$ cat config.mk
export PLATFORM = sky130hd
export DESIGN_NAME = line_pixel_rasterizer_unit
export DESIGN_NICKNAME = d
export VERILOG_FILES = /design/src/rtl/lpr_pkg.sv /design/src/rtl/lpr_ctrl.sv /design/src/rtl/lpr_dp.sv /design/src/rtl/line_pixel_rasterizer_unit.sv
export SDC_FILE = /design/constraint.sdc
export NUM_CORES = 1
export LEC_CHECK = 0
export BUFFER_PORTS_ARGS = -buffer_cell sky130_fd_sc_hd__buf_4
export CAP_MARGIN = 30
export CELL_PAD_IN_SITES_DETAIL_PLACEMENT = 0
export CELL_PAD_IN_SITES_GLOBAL_PLACEMENT = 2
export CORE_ASPECT_RATIO = 0.6
export CORE_MARGIN = 4
export CORE_UTILIZATION = 39
export CTS_CLUSTER_DIAMETER = 200
export DETAILED_ROUTE_END_ITERATION = 6
export GPL_TIMING_DRIVEN = 0
export PLACE_DENSITY = 0.87
export SYNTH_ARGS = -nofsm -noshare
export SYNTH_HDL_FRONTEND = slang
export SYNTH_SLANG_ARGS = --single-unit
$ cat constraint.sdc
create_clock -name clk -period 5.1 [get_ports clk]
set_input_delay 0.255 -clock clk [delete_from_list [all_inputs] [get_ports clk]]
set_output_delay 0.255 -clock clk [all_outputs]
set_load 0.02 [all_outputs]
$ cat src/rtl/lpr_pkg.sv
package lpr_pkg;

  localparam int SCREEN_SIZE = 64;
  localparam int COORD_W     = 6;
  localparam int COLOUR_W    = 2;
  localparam int CNT_W       = $clog2(SCREEN_SIZE);
  localparam int ERR_W       = COORD_W + 3;

  typedef logic [COORD_W-1:0]  coord_t;
  typedef logic [COLOUR_W-1:0] colour_t;

  typedef struct packed {
    logic load;
    logic emit;
  } lpr_cmd_t;

  typedef struct packed {
    logic out_free;
    logic stop;
  } lpr_stat_t;

  typedef enum logic [1:0] {
    S_IDLE = 2'b01,
    S_RUN  = 2'b10
  } lpr_state_t;

  function automatic coord_t clamp_coord(input coord_t v);
    coord_t r;
    r = v;
    if (int'(v) > SCREEN_SIZE - 1) begin
      r = COORD_W'(SCREEN_SIZE - 1);
    end
    return r;
  endfunction

endpackage

$ cat src/rtl/lpr_ctrl.sv
module lpr_ctrl (
  input  logic               clk,
  input  logic               rst_n,
  input  logic               in_tvalid,
  output logic               in_tready,
  input  lpr_pkg::lpr_stat_t stat,
  output lpr_pkg::lpr_cmd_t  cmd
);

  lpr_pkg::lpr_state_t state_r, state_nxt;

  always_comb begin
    state_nxt = state_r;
    in_tready = 1'b0;
    cmd       = '0;
    unique case (state_r)
      lpr_pkg::S_IDLE: begin
        in_tready = 1'b1;
        if (in_tvalid) begin
          cmd.load  = 1'b1;
          state_nxt = lpr_pkg::S_RUN;
        end
      end
      lpr_pkg::S_RUN: begin
        if (stat.out_free) begin
          cmd.emit = 1'b1;
          if (stat.stop) begin
            state_nxt = lpr_pkg::S_IDLE;
          end
        end
      end
      default: begin
        state_nxt = lpr_pkg::S_IDLE;
      end
    endcase
  end

  always_ff @(posedge clk) begin
    if (!rst_n) begin
      state_r <= lpr_pkg::S_IDLE;
    end else begin
      state_r <= state_nxt;
    end
  end

`ifndef SYNTH
  a_load_to_run: assert property (@(posedge clk) disable iff (!rst_n)
    cmd.load |=> state_r == lpr_pkg::S_RUN)
    else $error("load did not start a line");

  a_emit_needs_room: assert property (@(posedge clk) disable iff (!rst_n)
    cmd.emit |-> stat.out_free && !in_tready)
    else $error("emit while output busy or idle");
`endif

endmodule

$ cat src/rtl/lpr_dp.sv
module lpr_dp (
  input  logic                     clk,
  input  logic                     rst_n,
  input  lpr_pkg::lpr_cmd_t        cmd,
  output lpr_pkg::lpr_stat_t       stat,
  input  logic                     use_last_end,
  input  lpr_pkg::coord_t          start_x,
  input  lpr_pkg::coord_t          start_y,
  input  lpr_pkg::coord_t          end_x,
  input  lpr_pkg::coord_t          end_y,
  input  logic                     cfg_we,
  input  lpr_pkg::colour_t         cfg_wdata,
  output logic                     out_valid,
  input  logic                     out_ready,
  output lpr_pkg::coord_t          pixel_x,
  output lpr_pkg::coord_t          pixel_y,
  output lpr_pkg::colour_t         pixel_tag,
  output logic                     last_pixel
);

  lpr_pkg::colour_t colour_r;
  lpr_pkg::coord_t  prev_x_r, prev_y_r;
  lpr_pkg::coord_t  x_r, y_r, x1_r, y1_r, dx_r, dy_r;
  logic             sx_neg_r, sy_neg_r;
  logic signed [lpr_pkg::ERR_W-1:0] err_r, err_nxt;
  logic [lpr_pkg::CNT_W-1:0] cnt_r;

  logic             out_valid_r;
  lpr_pkg::coord_t  pix_x_r, pix_y_r;
  lpr_pkg::colour_t pix_tag_r;
  logic             pix_last_r;

  lpr_pkg::coord_t  x0, y0, xe, ye;
  lpr_pkg::coord_t  x_nxt, y_nxt;
  logic signed [lpr_pkg::ERR_W:0] e2, dx_s, dy_s;
  logic             step_x, step_y, at_end, cnt_full;

  assign x0 = use_last_end ? lpr_pkg::clamp_coord(prev_x_r) : lpr_pkg::clamp_coord(start_x);
  assign y0 = use_last_end ? lpr_pkg::clamp_coord(prev_y_r) : lpr_pkg::clamp_coord(start_y);
  assign xe = lpr_pkg::clamp_coord(end_x);
  assign ye = lpr_pkg::clamp_coord(end_y);

  assign dx_s   = $signed({{(lpr_pkg::ERR_W + 1 - lpr_pkg::COORD_W){1'b0}}, dx_r});
  assign dy_s   = $signed({{(lpr_pkg::ERR_W + 1 - lpr_pkg::COORD_W){1'b0}}, dy_r});
  assign e2     = {err_r, 1'b0};
  assign step_x = e2 > -dy_s;
  assign step_y = e2 < dx_s;

  always_comb begin
    err_nxt = err_r;
    x_nxt   = x_r;
    y_nxt   = y_r;
    if (step_x) begin
      err_nxt = err_nxt - lpr_pkg::ERR_W'(dy_s);
      x_nxt   = sx_neg_r ? x_r - 1'b1 : x_r + 1'b1;
    end
    if (step_y) begin
      err_nxt = err_nxt + lpr_pkg::ERR_W'(dx_s);
      y_nxt   = sy_neg_r ? y_r - 1'b1 : y_r + 1'b1;
    end
  end

  assign at_end        = (x_r == x1_r) && (y_r == y1_r);
  assign cnt_full      = cnt_r == lpr_pkg::CNT_W'(lpr_pkg::SCREEN_SIZE - 1);
  assign stat.stop     = at_end || cnt_full;
  assign stat.out_free = !out_valid_r || out_ready;

  always_ff @(posedge clk) begin
    if (!rst_n) begin
      colour_r <= '0;
    end else if (cfg_we) begin
      colour_r <= cfg_wdata;
    end
  end

  always_ff @(posedge clk) begin
    if (!rst_n) begin
      prev_x_r <= '0;
      prev_y_r <= '0;
    end else if (cmd.load) begin
      prev_x_r <= xe;
      prev_y_r <= ye;
    end
  end

  always_ff @(posedge clk) begin
    if (cmd.load) begin
      x_r      <= x0;
      y_r      <= y0;
      x1_r     <= xe;
      y1_r     <= ye;
      dx_r     <= (xe > x0) ? xe - x0 : x0 - xe;
      dy_r     <= (ye > y0) ? ye - y0 : y0 - ye;
      sx_neg_r <= !(x0 < xe);
      sy_neg_r <= !(y0 < ye);
      err_r    <= lpr_pkg::ERR_W'(((xe > x0) ? xe - x0 : x0 - xe))
                - lpr_pkg::ERR_W'(((ye > y0) ? ye - y0 : y0 - ye));
      cnt_r    <= '0;
    end else if (cmd.emit) begin
      x_r   <= x_nxt;
      y_r   <= y_nxt;
      err_r <= err_nxt;
      cnt_r <= cnt_r + 1'b1;
    end
  end

  always_ff @(posedge clk) begin
    if (!rst_n) begin
      out_valid_r <= 1'b0;
    end else if (cmd.emit) begin
      out_valid_r <= 1'b1;
    end else if (out_ready) begin
      out_valid_r <= 1'b0;
    end
  end

  always_ff @(posedge clk) begin
    if (cmd.emit) begin
      pix_x_r    <= x_r;
      pix_y_r    <= y_r;
      pix_tag_r  <= colour_r;
      pix_last_r <= at_end;
    end
  end

  assign out_valid  = out_valid_r;
  assign pixel_x    = pix_x_r;
  assign pixel_y    = pix_y_r;
  assign pixel_tag  = pix_tag_r;
  assign last_pixel = pix_last_r;

`ifndef SYNTH
  a_last_flag: assert property (@(posedge clk) disable iff (!rst_n)
    cmd.emit && at_end |=> out_valid_r && pix_last_r)
    else $error("endpoint beat without last flag");

  a_load_clears_cnt: assert property (@(posedge clk) disable iff (!rst_n)
    cmd.load |=> cnt_r == '0 && x1_r == $past(xe) && y1_r == $past(ye))
    else $error("line setup wrong");
`endif

endmodule

$ cat src/rtl/line_pixel_rasterizer_unit.sv
// Bresenham line rasterizer for a 64x64 screen. Each input beat requests one
// line, from (start_x, start_y) or, with tuser set, from the end of the
// previous line, to (end_x, end_y); the block then sends one output beat per
// pixel in drawing order, tlast marking the endpoint. The end point is kept
// for the next request. Each line begins with a setup step in the idle state,
// then the single stepping unit sends one pixel per cycle while the output
// is free; output stalls hold the stepper. The next request is taken as soon
// as the last pixel sits in the output register. cfg_wdata sets the colour
// tag copied into every pixel; write it only while idle.
module line_pixel_rasterizer_unit (
  input  logic        clk,
  input  logic        rst_n,
  input  logic        in_tvalid,
  output logic        in_tready,
  input  logic [23:0] in_tdata,   // start_x, start_y, end_x, end_y
  input  logic        in_tuser,   // use_last_end
  output logic        out_tvalid,
  input  logic        out_tready,
  output logic [15:0] out_tdata,  // pixel_x, pixel_y, pixel_tag, zero pad
  output logic        out_tlast,
  input  logic        cfg_we,
  input  logic [1:0]  cfg_wdata
);

  lpr_pkg::lpr_cmd_t  cmd;
  lpr_pkg::lpr_stat_t stat;
  lpr_pkg::coord_t    pixel_x, pixel_y;
  lpr_pkg::colour_t   pixel_tag;

  lpr_ctrl u_ctrl (
    .clk       (clk),
    .rst_n     (rst_n),
    .in_tvalid (in_tvalid),
    .in_tready (in_tready),
    .stat      (stat),
    .cmd       (cmd)
  );

  lpr_dp u_dp (
    .clk          (clk),
    .rst_n        (rst_n),
    .cmd          (cmd),
    .stat         (stat),
    .use_last_end (in_tuser),
    .start_x      (in_tdata[5:0]),
    .start_y      (in_tdata[11:6]),
    .end_x        (in_tdata[17:12]),
    .end_y        (in_tdata[23:18]),
    .cfg_we       (cfg_we),
    .cfg_wdata    (cfg_wdata),
    .out_valid    (out_tvalid),
    .out_ready    (out_tready),
    .pixel_x      (pixel_x),
    .pixel_y      (pixel_y),
    .pixel_tag    (pixel_tag),
    .last_pixel   (out_tlast)
  );

  assign out_tdata = {2'b00, pixel_tag, pixel_y, pixel_x};

endmodule

Yosys cells after proc, flatten, opt, wreduce, memory -nomap -nowiden
Cells that the tools add are included.
W data, S select, Z words.
{"block": "totals", "reg_bits": 85, "inputBits": 32, "output_inout_bits": 19, "word_cells": 92}
{"block": "op_classes", "n_addsub": 17, "order_cmp": 6, "n_eq_ne": 8, "muxes": 29, "n_reduce_logical": 13}
{"operator": "$mux W6", "n": 12}
{"operator": "$mux W9", "n": 6}
{"operator": "$sub A6 B6 Y7", "n": 4}
{"operator": "$sub A6 B6 Y6", "n": 4}
{"operator": "$add A6 B1 Y6 const B", "n": 3}
{"operator": "$eq A6 B6 Y1", "n": 2}
{"operator": "$gt A6 B6 Y1", "n": 2}
{"operator": "$lt A6 B6 Y1", "n": 2}
{"operator": "$sub A6 B1 Y6 const B", "n": 2}
{"operator": "$gt A10 B10 Y1", "n": 1}
{"operator": "$lt A10 B7 Y1", "n": 1}
{"operator": "$neg A6 Y10", "n": 1}
{"operator": "$add A9 B7 Y9", "n": 1}
{"operator": "$sub A9 B7 Y9", "n": 1}
{"operator": "$sub A9 B9 Y9", "n": 1}
{"operator": "$reduce_bool A2 Y1", "n": 4}
{"operator": "$mux W1", "n": 7}
{"operator": "$eq A6 B6 Y1 const B", "n": 1}
{"operator": "$mux W2", "n": 3}
{"operator": "$ne A2 B2 Y1 const B", "n": 3}
{"operator": "$pmux W2 S2", "n": 1}
{"operator": "$reduce_and A2 Y1", "n": 2}
{"operator": "$logic_not A1 Y1", "n": 3}
{"operator": "$reduce_and A3 Y1", "n": 1}
{"operator": "other kinds (4)", "n": 5}

Longest topological paths before layout
{"block": "logic_depth", "depth_word": 7, "depth_mapped": 23, "mapped_depth_nobuf": 22}

Hierarchy
Synthesis repeated with hierarchy kept, for this count alone.
{"block": "hier_totals", "cells_unflattened": 588, "area_unflattened_um2": 6109.6}
{"module": "lpr_dp", "n_inst": 1, "cells_each": 575, "area_each_um2": 5997.0, "seq_area_each_um2": 2282.2}
{"module": "lpr_ctrl", "n_inst": 1, "cells_each": 10, "area_each_um2": 93.8, "seq_area_each_um2": 40.0}
{"module": "line_pixel_rasterizer_unit", "n_inst": 1, "cells_each": 3, "area_each_um2": 18.8, "seq_area_each_um2": 0.0}

Worst setup path after synthesis
No wires, ideal clock.
{"block": "synth_path", "path_kind": "reg2reg", "startpoint": "register u_dp.dy_r[0]", "endpoint": "register u_dp.err_r[8] (netlist bit) (data pin)", "setup_ns": 0.266, "arrival_ns": 4.229, "t_required_ns": 4.834, "slack_ns": 0.605, "stages_incl_launch_ff": 21, "path_buffers": 1, "synth_period_minus_slack_ns": 4.495, "cell_sequence": "edfxtp_1 > or2_2 > nor2_1 > nand3_1 > xnor2_1 > ha_1 > o21ai_0 > nor2_1 > o31a_1 > o31ai_2 > buf_2 > mux2_2 > fa_1 > a211o_1 > o211ai_1 > a21oi_1 > o31ai_1 > mux2i_1 > o2bb2ai_1 > xnor2_1 > o21ai_1"}
{"block": "synth_between", "elab_chain_cells": 7, "elab_cells_between_ends": 8, "classes_between": "3 x add/sub; 1 x order compare; 4 x mux"}
{"item": "start, declared", "line_no": "lpr_dp.sv:23", "source": "lpr_pkg::coord_t x_r, y_r, x1_r, y1_r, dx_r, dy_r;"}
{"item": "start signal, assigned", "line_no": "lpr_dp.sv:93", "source": "dy_r <= (ye > y0) ? ye - y0 : y0 - ye;"}
{"item": "$neg A6 Y10", "line_no": "lpr_dp.sv:46", "source": "assign step_x = e2 > -dy_s;"}
{"item": "$gt A10 B10 Y1", "line_no": "lpr_dp.sv:46"}
{"item": "$mux W9 *", "line_no": "lpr_dp.sv:53", "source": "if (step_x) begin"}
{"item": "$add A9 B7 Y9", "line_no": "lpr_dp.sv:58", "source": "err_nxt = err_nxt + lpr_pkg::ERR_W'(dx_s);"}
{"item": "$mux W9 *", "line_no": "lpr_dp.sv:57", "source": "if (step_y) begin"}
{"item": "$mux W9 *", "line_no": "lpr_dp.sv:99", "source": "end else if (cmd.emit) begin"}
{"item": "$mux W9 *", "line_no": "lpr_dp.sv:87", "source": "if (cmd.load) begin"}
{"item": "end signal, assigned", "line_no": "lpr_dp.sv:96", "source": "err_r <= lpr_pkg::ERR_W'(((xe > x0) ? xe - x0 : x0 - xe))"}
{"item": "end signal, assigned", "line_no": "lpr_dp.sv:102", "source": "err_r <= err_nxt;"}
{"item": "end, declared", "line_no": "lpr_dp.sv:25", "source": "logic signed [lpr_pkg::ERR_W-1:0] err_r, err_nxt;"}
Every way passes the cells marked *; elsewhere a longest branch is shown, timed or not. The select of a mux whose other input is x is not followed.
A chain may end at the register's enable or synchronous reset.

Final worst setup path
{"block": "layout_path", "startpoint": "register u_dp.dy_r[1]", "endpoint": "register u_dp.err_r[8] (netlist bit) (data pin)"}
The elaborated chain is that of the path after synthesis.

==> results.rst <==
.. list-table::
   :header-rows: 1

   * - Metric
     - Value
   * - Synthesis Warnings
     - 0
   * - GRT Util Overall
     - 17.7%
   * - Layout cells sized above 1
     - 15.3%
   * - Type of origin of the critical path
     - register
   * - Number of max-capacitance violations reported
     - 0
   * - Largest area contributor in the netlist
     - sky130_fd_sc_hd__edfxtp_1
   * - Highest Clock Rate
     - 208 MHz
   * - Clock buffers created by TritonCTS
     - 9
   * - Hold Vio Cnt, Final
     - 0
   * - Required time at the worst-slack endpoint
     - 5160 ps
   * - Width of the die
     - 169 microns
   * - Data arrival time of the critical path
     - 4860 ps
   * - Drt pass-1 iters
     - 5
   * - Weighted congestion reported at the end of routability-driven placement
     - 0.882
   * - Dpl cells
     - 859
   * - Unique cell type count in the Yosys netlist
     - 56
   * - Average cell area after synthesis
     - 9.88 sq um
   * - Static leakage power
     - 3.05 nW
   * - Final cell count without fillers
     - 878
   * - Reg2reg path depth
     - 20
   * - Total power after layout
     - 3.21 mW
   * - Skew-Pair Late Insertion Delay
     - 340 ps
   * - Largest net degree at the start of global routing
     - 24
   * - Area growth from synthesis to layout
     - 16.7%
   * - Placement Rows
     - 34
   * - Tightest hold margin
     - 124 ps
   * - Initial cell density of the core
     - 40.7%
   * - RSZ-0062 raised after global routing
     - false
   * - Clock root cell
     - sky130_fd_sc_hd__clkbuf_16
   * - Hold/Removal Path Class
     - input pin to register
   * - Routed wirelength normalized by instance count
     - 17.4 microns
   * - WS Path Type
     - register to register
   * - Total clock sinks
     - 85
   * - Post-route fraction of the period consumed by the critical path
     - 94.1%
   * - Critical path fanouts, max
     - 6
   * - Maximum ir drop on the vdd rail
     - 0.185 mV
   * - Clock buffer depth
     - 2
   * - Worst setup slack after layout
     - 300 ps
   * - Number of max-slew violations in the final report
     - 0
   * - Area of the mapped netlist
     - 0.00603 sq mm
   * - Flop2flop setup slack
     - 300 ps
   * - Drt initial violations
     - 416
   * - Worst rel slew slack
     - 49.0%
   * - Leading cell type in the layout, fill and taps excluded
     - sky130_fd_sc_hd__inv_1
   * - Clock-pin transition on the worst setup and hold timing paths
     - 70 ps
   * - Number of placed I/O pins
     - 51
   * - Total of buffers placed on input and output ports
     - 48
   * - Min cycle time layout
     - 4800 ps
   * - DRC violations left
     - 0
   * - Critical path capture point type
     - register
   * - Number of setup violations in the final report
     - 0
   * - Commonest register cell after synthesis
     - sky130_fd_sc_hd__edfxtp_1
   * - Critical R2R Launch
     - u_dp.dy_r[1]$_DFFE_PP_
   * - Nets@finish
     - 782
   * - Number of diodes
     - 0
   * - Fin util
     - 47.5%
   * - Worst slew pin tran
     - 761 ps
   * - Post-synthesis cell count
     - 610
   * - Final HPWL DP
     - 12200 microns
   * - Number of enable flip-flop cells after synthesis
     - 62
   * - Number of register bits inferred by synthesis
     - 85
   * - CTS tree
     - done
   * - Hold bufs inserted after CTS
     - 0
   * - Cells on Worst Hold Path
     - 1
   * - Fraction of synthesized cell area taken by the top area cell type
     - 30.9%
   * - Seq/Total Area, Yosys
     - 38.5%
   * - Fraction of synthesis flops using an asynchronous set or reset pin
     - 0%
   * - Global route total overflow
     - 0
   * - Global-route wire length before repair
     - 24700 microns
   * - Vias after detailed routing
     - 4588
   * - Largest cells by area after synthesis
     - sky130_fd_sc_hd__edfxtp_1 31%, sky130_fd_sc_hd__ha_1 14%, sky130_fd_sc_hd__dfxtp_1 7.6%, sky130_fd_sc_hd__xnor2_1 6.1%, sky130_fd_sc_hd__inv_1 4.3%
   * - Floorplan core area
     - 0.0148 sq mm
   * - Overall routed net length
     - 15300 microns
   * - Beginning of the worst hold path
     - in_tdata[22]
   * - Maximum level of the CTS H-tree
     - 3
   * - Die Span Y
     - 104 microns
   * - Detail-routed via count per cell
     - 5.23
   * - Area enclosed by the die boundary
     - 0.0176 sq mm
   * - Destination of the worst hold path
     - u_dp.y1_r[4]$_DFFE_PP_
   * - FF-to-FF End
     - u_dp.err_r[8]$_DFFE_PP_
   * - Pre-CTS setup slack
     - -154 ps
   * - Vias in the first global route
     - 4531
   * - Outcome
     - complete, no violations
   * - PD cells
     - 456 mW/mm^2
   * - Top library cells by usage in the layout, fill and taps aside
     - 68 x sky130_fd_sc_hd__inv_1, 65 x sky130_fd_sc_hd__ha_1, 62 x sky130_fd_sc_hd__edfxtp_1
   * - Fin Clk Skew
     - 10.2 ps
   * - Remaining number of nets flagged by the antenna check after routing
     - 0
   * - Number of antenna violations at the first check in global routing
     - 0
==> layout make-up <==
class	instances	area (sq um)
Buffer	15	81.3
Clock buffer	11	254
Clock inverter	5	40.0
Fill cell	1411	7770
Inverter	70	263
Multi-Input combinational cell	440	3400
Sequential cell	85	2320
Tap cell	198	248
Timing Repair Buffer	54	423
==> power breakdown <==
| group | total (mW) | leakage (nW) | switching (mW) | internal [mW] |
|---|---|---|---|---|
| registers | 0.986 | 0.775 | 0.0988 | 0.887 |
| logic | 1.57 | 2.13 | 0.865 | 0.706 |
| clock network | 0.653 | 0.142 | 0.288 | 0.365 |
==> kinds of logic (layout without fill, tap and decap cells) <==
group / after synthesis / count (layout) / synth area share, %
other cells: 1 / 2 / 0.0622
xor+xnor: 56 / 56 / 8.14
flops: 85 / 85 / 38.5
simple gates: 135 / 135 / 10.4
mux: 29 / 29 / 5.04
compound gates: 143 / 143 / 15.5
buf+inv: 86 / 155 / 5.65
fa+ha+maj: 75 / 75 / 16.7
==> per-layer routing <==
layer  up-vias  track usage [%]  share of wire, %  wire (microns)
met5         -                0                 0               0
li1       2260                -                 -               -
met3         4             3.19               5.9             901
met4         0             2.72              0.32              49
met1      2205             29.2                54            8300
met2       119             24.0                40            6060
==> synthesized netlist by cell type (all sizes together), types with 2 or more instances <==
cell type  count
a211o          3
a211oi         3
a21boi        13
a21o          16
a21oi         48
a221oi         2
and2           2
and3           2
buf            6
clkbuf        10
dfxtp         23
edfxtp        62
fa             9
ha            66
inv           69
mux2          11
mux2i         18
nand2         46
nand2b         5
nand3          8
nand4          7
nor2          39
nor2b          9
nor3           4
nor4           6
o211ai         2
o21a           4
o21ai         29
o21bai         6
o22a           2
o31a           5
o31ai          4
or2            2
or3b           2
xnor2         42
xor2          14
==> critical path: stages (launching register included) <==
cell and delay, ps:
sky130_fd_sc_hd__edfxtp_1 430, sky130_fd_sc_hd__or2_2 340, sky130_fd_sc_hd__nor2_2 160, sky130_fd_sc_hd__nand3_2 130
sky130_fd_sc_hd__xnor2_1 150, sky130_fd_sc_hd__ha_1 300, sky130_fd_sc_hd__nand4_1 140, sky130_fd_sc_hd__a21oi_1 70
sky130_fd_sc_hd__o31a_1 300, sky130_fd_sc_hd__o31ai_4 240, sky130_fd_sc_hd__buf_6 170, sky130_fd_sc_hd__mux2_2 380
sky130_fd_sc_hd__fa_2 410, sky130_fd_sc_hd__a211o_1 280, sky130_fd_sc_hd__o211ai_1 140, sky130_fd_sc_hd__a21oi_1 140
sky130_fd_sc_hd__o31ai_1 140, sky130_fd_sc_hd__mux2i_1 240, sky130_fd_sc_hd__o2bb2ai_1 140, sky130_fd_sc_hd__xnor2_1 150
sky130_fd_sc_hd__o21ai_1 70
==> through the flow <==
step                setup TNS, ps  area [sq um]
detailed placement           -366          6670
global placement             -194          6640
finish                          0          7030
floorplan                       0          6030
global route                    0          7030
CTS                             0          6980
==> registers in the layout, indices dropped and copies added (netlist names) <==
register,flops
u_ctrl.state_r,2
u_dp.cnt_r,6
u_dp.colour_r,2
u_dp.dx_r,6
u_dp.dy_r,6
u_dp.err_r,9
u_dp.last_pixel,1
u_dp.out_valid,1
u_dp.pixel_tag,2
u_dp.pixel_x,6
u_dp.pixel_y,6
u_dp.prev_x_r,6
u_dp.prev_y_r,6
u_dp.sx_neg_r,1
u_dp.sy_neg_r,1
u_dp.x1_r,6
u_dp.x_r,6
u_dp.y1_r,6
u_dp.y_r,6
==> worst max path at each step <==
stage | from | to | cells past startpoint
3_5_place_dp | in_tuser | u_dp.err_r[7]$_DFFE_PP_ | 19
6_report | u_dp.dy_r[1]$_DFFE_PP_ | u_dp.err_r[8]$_DFFE_PP_ | 20
5_1_grt | u_dp.dy_r[1]$_DFFE_PP_ | u_dp.err_r[8]$_DFFE_PP_ | 21
4_1_cts | u_dp.dy_r[0]$_DFFE_PP_ | u_dp.err_r[8]$_DFFE_PP_ | 20
3_3_place_gp | u_dp.dy_r[0]$_DFFE_PP_ | u_dp.err_r[8]$_DFFE_PP_ | 20
2_1_floorplan | u_dp.dy_r[0]$_DFFE_PP_ | u_dp.err_r[8]$_DFFE_PP_ | 20
==> timing repair <==
action,CTS,global route
setup buffers,1,2
setup endpoints to repair,2,4
pin swaps,0,2
gates resized for setup,2,9
No activity file was read; power rests on OpenSTA's default activity.
